[src/hdl/bpa_pkg.sv]
// Package for the bitmap page allocator: sizes, request codes, shared types
// and bit-search helpers. No dependencies.
package bpa_pkg;

  localparam int NumPages  = 65536;
  localparam int WordBits  = 64;
  localparam int MapWords  = NumPages / WordBits;
  localparam int WordIdxW  = $clog2(MapWords);
  localparam int BitIdxW   = $clog2(WordBits);
  localparam int PageW     = 16;
  localparam int CntW      = 17;
  localparam logic [CntW-1:0] CntMax   = '1;
  localparam logic [CntW-1:0] PagesLim = CntW'(NumPages);

  // request kinds as they arrive on the input word
  typedef enum logic [1:0] {
    OP_ALLOC = 2'd0,
    OP_RUN   = 2'd1,
    OP_FREE  = 2'd2,
    OP_RESV  = 2'd3
  } op_e;

  typedef struct packed {
    op_e             op;
    logic [PageW-1:0] target;
    logic [CntW-1:0]  len;
  } req_t;

  // back-end status toward the front end
  typedef struct packed {
    logic pop;
    logic clearing;
  } ctl_t;

  // index of lowest set bit, WordBits when none
  function automatic logic [BitIdxW:0] low_one(logic [WordBits-1:0] v);
    logic [BitIdxW:0] r;
    r = (BitIdxW+1)'(WordBits);
    for (int i = WordBits - 1; i >= 0; i--) begin
      if (v[i]) r = (BitIdxW+1)'(i);
    end
    return r;
  endfunction

  // number of consecutive ones from the top bit down
  function automatic logic [BitIdxW:0] top_ones(logic [WordBits-1:0] v);
    logic [BitIdxW:0] h;
    logic             f;
    h = '0;
    f = 1'b0;
    for (int i = 0; i < WordBits; i++) begin
      if (!v[i]) begin
        h = (BitIdxW+1)'(i);
        f = 1'b1;
      end
    end
    return f ? (BitIdxW+1)'(WordBits - 1) - h : (BitIdxW+1)'(WordBits);
  endfunction

endpackage

[src/hdl/bpa_front.sv]
// Front end: two-entry request queue, decodes the kind into a request code.
// Depends on bpa_pkg.
module bpa_front import bpa_pkg::*; (
  input  logic             clk_i,
  input  logic             rst_ni,
  input  logic             in_valid_i,
  output logic             in_stall_o,
  input  logic [1:0]       kind_i,
  input  logic [PageW-1:0] target_page_i,
  input  logic [CntW-1:0]  run_length_i,
  input  ctl_t             ctl_i,
  output logic             req_valid_o,
  output req_t             req_o
);

  req_t       q_mem [2];
  logic       wr_ptr_q, rd_ptr_q;
  logic [1:0] fill_q;
  logic       push;
  op_e        op_dec;

  // kind decode
  always_comb begin
    case (kind_i)
      OP_ALLOC: op_dec = OP_ALLOC;
      OP_RUN:   op_dec = OP_RUN;
      OP_FREE:  op_dec = OP_FREE;
      default:  op_dec = OP_RESV;
    endcase
  end

  assign in_stall_o  = fill_q[1] || ctl_i.clearing;
  assign push        = in_valid_i && !in_stall_o;
  assign req_valid_o = fill_q != 2'd0;
  assign req_o       = q_mem[rd_ptr_q];

  // payload storage
  always_ff @(posedge clk_i) begin
    if (push) q_mem[wr_ptr_q] <= '{op: op_dec, target: target_page_i, len: run_length_i};
  end

  // pointers and fill
  always_ff @(posedge clk_i or negedge rst_ni) begin
    if (!rst_ni) begin
      wr_ptr_q <= 1'b0;
      rd_ptr_q <= 1'b0;
      fill_q   <= 2'd0;
    end else begin
      if (push) wr_ptr_q <= ~wr_ptr_q;
      if (ctl_i.pop) rd_ptr_q <= ~rd_ptr_q;
      fill_q <= fill_q + {1'b0, push} - {1'b0, ctl_i.pop};
    end
  end

endmodule

[config.mk]
export PLATFORM = sky130hd
export DESIGN_NAME = bpa_front
export DESIGN_NICKNAME = d
export VERILOG_FILES = /design/src/hdl/bpa_pkg.sv /design/src/hdl/bpa_front.sv
export SDC_FILE = /design/constraint.sdc
export NUM_CORES = 1
export LEC_CHECK = 0
export BUFFER_PORTS_ARGS = -buffer_cell sky130_fd_sc_hd__buf_2
export CAP_MARGIN = 10
export CORE_ASPECT_RATIO = 0.6
export CORE_MARGIN = 1
export CORE_UTILIZATION = 50
export DETAILED_ROUTE_END_ITERATION = 8
export GPL_TIMING_DRIVEN = 1
export HOLD_SLACK_MARGIN = 0.15
export PLACE_DENSITY = 0.88
export SETUP_SLACK_MARGIN = 0.1
export SKIP_CTS_REPAIR_TIMING = 1
export SLEW_MARGIN = 40
export SYNTH_ARGS = -nofsm -noshare
export SYNTH_HDL_FRONTEND = slang
export SYNTH_SLANG_ARGS = --single-unit
[constraint.sdc]
create_clock -name clk_i -period 3.4 [get_ports clk_i]
set_input_delay 1.02 -clock clk_i [delete_from_list [all_inputs] [get_ports clk_i]]
set_output_delay 1.02 -clock clk_i [all_outputs]
set_load 0.1 [all_outputs]
==> results.toml <==
[sta]
fin_crit_sh_pct = 79.8
finalClockSkew_ns = 0.00691
max_slew.worst_pin.slew_ns = 0.499
rsz0062_at_grt = "no"
max_slew_margin_pct = 66.9
timing.final.setup_violations = 0
drv_slew = 0
max_freq_ghz = 0.368
period_minus_ws_final_ns = 2.71
timing.final.hold_violations = 0

[clock_network]
max-clock-path-buffers = 2
clk_root_buffer_cell = "clkbuf_8"
clock_insertion_delay_worst_skew_ns = 0.33
cts_tree = "done"
clk_pin_slew_ns = 0.07
cts-buffers-inserted = 9
htree_num_levels = 3
cts_num_sinks = 74

[synth]
synthCells = 129
synth_nets = 171
yosysSeqAreaShare_pct = 79.9
synth_top_cell_area_share_pct = 76.2
ys_warn_count = 0
postSynthRegisterBits = 74
syn-mean-instance-area_sq_um = 21.4
synthTopCellsByArea = "edfxtp_1 76%, mux2_2 14%, dfrtp_1 3.6%"
mappedNetlistArea_sq_um = 2760
ys_types = 14
synth_largest_area_cell = "edfxtp_1"

[critical_path]
crit_required_ns = 2.38
r2r.worst_path.cells = 6
rr_endpoint = "fill_q[1]"
reg2reg_slack_ns = 1.48
critPathKind = "input port to output pin"
crit_path_max_fanout = 2
endpoint_kind = "output pin"
r2r_start = "fill_q[1]"
crit_path_start_kind = "input port"
critical_path_arrival_ns = 1.69

[floorplan]
initial_utilization_pct = 53.2
total_core_area_sq_um = 5180
core.rowCount = 20
die_width_microns = 97.9
dieHeight_microns = 59.5
boundaryPins = 77
design.die.area_sq_um = 5830

[grt]
grt_start_max_net_pins = 21
grt_use_met1_pct = 19.1
grt_overflow_total = 0
antenna_violations_before_repair = 0
globalRouteTotalUtil_pct = 16.8
global_route_wire_length_before_repair_mm = 6.93
use_met3_pct = 8.02
grt_pass1_vias = 1493
grt-busiest-layer = "met2"
groute.layer.met2.usage_pct = 27.5

[drt]
drt-initial-drc-count = 60
routed_via_density = 4.98
drt_pre_antenna_iters = 6
detail_route.drc_violations = 5
postRouteAntennaNets = 0
routedWlPerCell_microns = 15.3
routed_wl_mm = 4.36
vias = 1420

[layout]
area_growth_pct = 25.2
fin_cells = 285
layout.cells.most_common_list = "76 x buf_2, 70 x edfxtp_1, 35 x mux2_2, 9 x clkbuf_8, 6 x buf_4"
fillers = 371
fin_nets = 257
fraction_of_layout_instances_using_a_drive_strength_above_1_pct = 62.1
multi_input_logic_area_sq_um = 505
layout.cells.most_common = "buf_2"
diodes = 0
layout.area.seq_sq_um = 2200

[run_status]
run_status = "complete, but fails checks"
violations = "DRC"

[placement]
place.detailed.instances = 270
finalWeightedCongestion = 0.718
post-dp-hpwl_mm = 2.93
total_of_buffers_placed_on_input_and_output_ports = 76

[worst_hold_path]
hold_path.class = "input port to async pin"

[flow_run]
maxCapViolations = 0
-- state kept, by name (all words and copies together) (netlist names) --
name	count
q_mem	70
fill_q	2
wr_ptr_q	1
rd_ptr_q	1
-- logic make-up after synthesis --
family / synth area share, %
fa+ha+maj: 0.907
simple gates: 1.04
mux: 14.3
xor+xnor: 1.54
buf+inv: 2.36
flops: 79.9
-- critical path, cell delays in order --
cell,delay (ns)
buf_2,0.11
or2_2,0.27
buf_2,0.29
-- per-layer routing --
metal / part of all wire, % / wire, microns
met5: 0 / 0
met3: 8.5 / 369
met1: 44 / 1900
met2: 46 / 2010
met4: 1.7 / 74
-- how the worst max path moves through the flow --
| stage | cells after the start | end | slack, ns | from |
|---|---|---|---|---|
| floorplan | 3 | q_mem[0][0] | -0.03 | ctl_i[0] |
| global placement | 3 | in_stall_o | 0.71 | ctl_i[0] |
| detailed placement | 3 | in_stall_o | 0.69 | ctl_i[0] |
| CTS | 3 | in_stall_o | 0.69 | ctl_i[0] |
| global route | 3 | req_o[9] | 0.63 | rd_ptr_q |
| finish | 3 | in_stall_o | 0.69 | ctl_i[0] |
-- final cells by class --
type,count,area share [%]
Clock buffer,9,3.59
Tap cell,66,2.39
Timing Repair Buffer,82,12.3
Multi-Input combinational cell,46,14.6
Clock inverter,6,3.08
Inverter,2,0.217
Sequential cell,74,63.8
-- per-stage QoR --
| step | worst slack, ns | hold WS (ns) | utilization [%] | TNS (ns) | area, sq um |
|---|---|---|---|---|---|
| finish | 0.686 | 0.489 | 66.7 | 0 | 3450 |
| global route | 0.635 | 0.467 | 66.7 | 0 | 3450 |
| CTS | 0.689 | 0.474 | 66.7 | 0 | 3450 |
| detailed placement | 0.689 | 0.502 | 62.2 | 0 | 3220 |
| global placement | 0.714 | 0.495 | 62.2 | 0 | 3220 |
| floorplan | -0.0337 | 0.470 | - | -2.36 | 2760 |
-- Yosys cell counts --
master    instances
nor2_1            2
xor2_1            1
dfrtp_1           4
buf_2             1
or2_2             2
buf_6             4
or3b_1            1
clkbuf_1          2
xnor2_1           2
edfxtp_1         70
ha_1              2
inv_1             2
xnor2_2           1
mux2_2           35
Power is left out: the tool's default activity adds up to more than one toggle a clock period on the data nets, which glitch-free logic cannot reach.
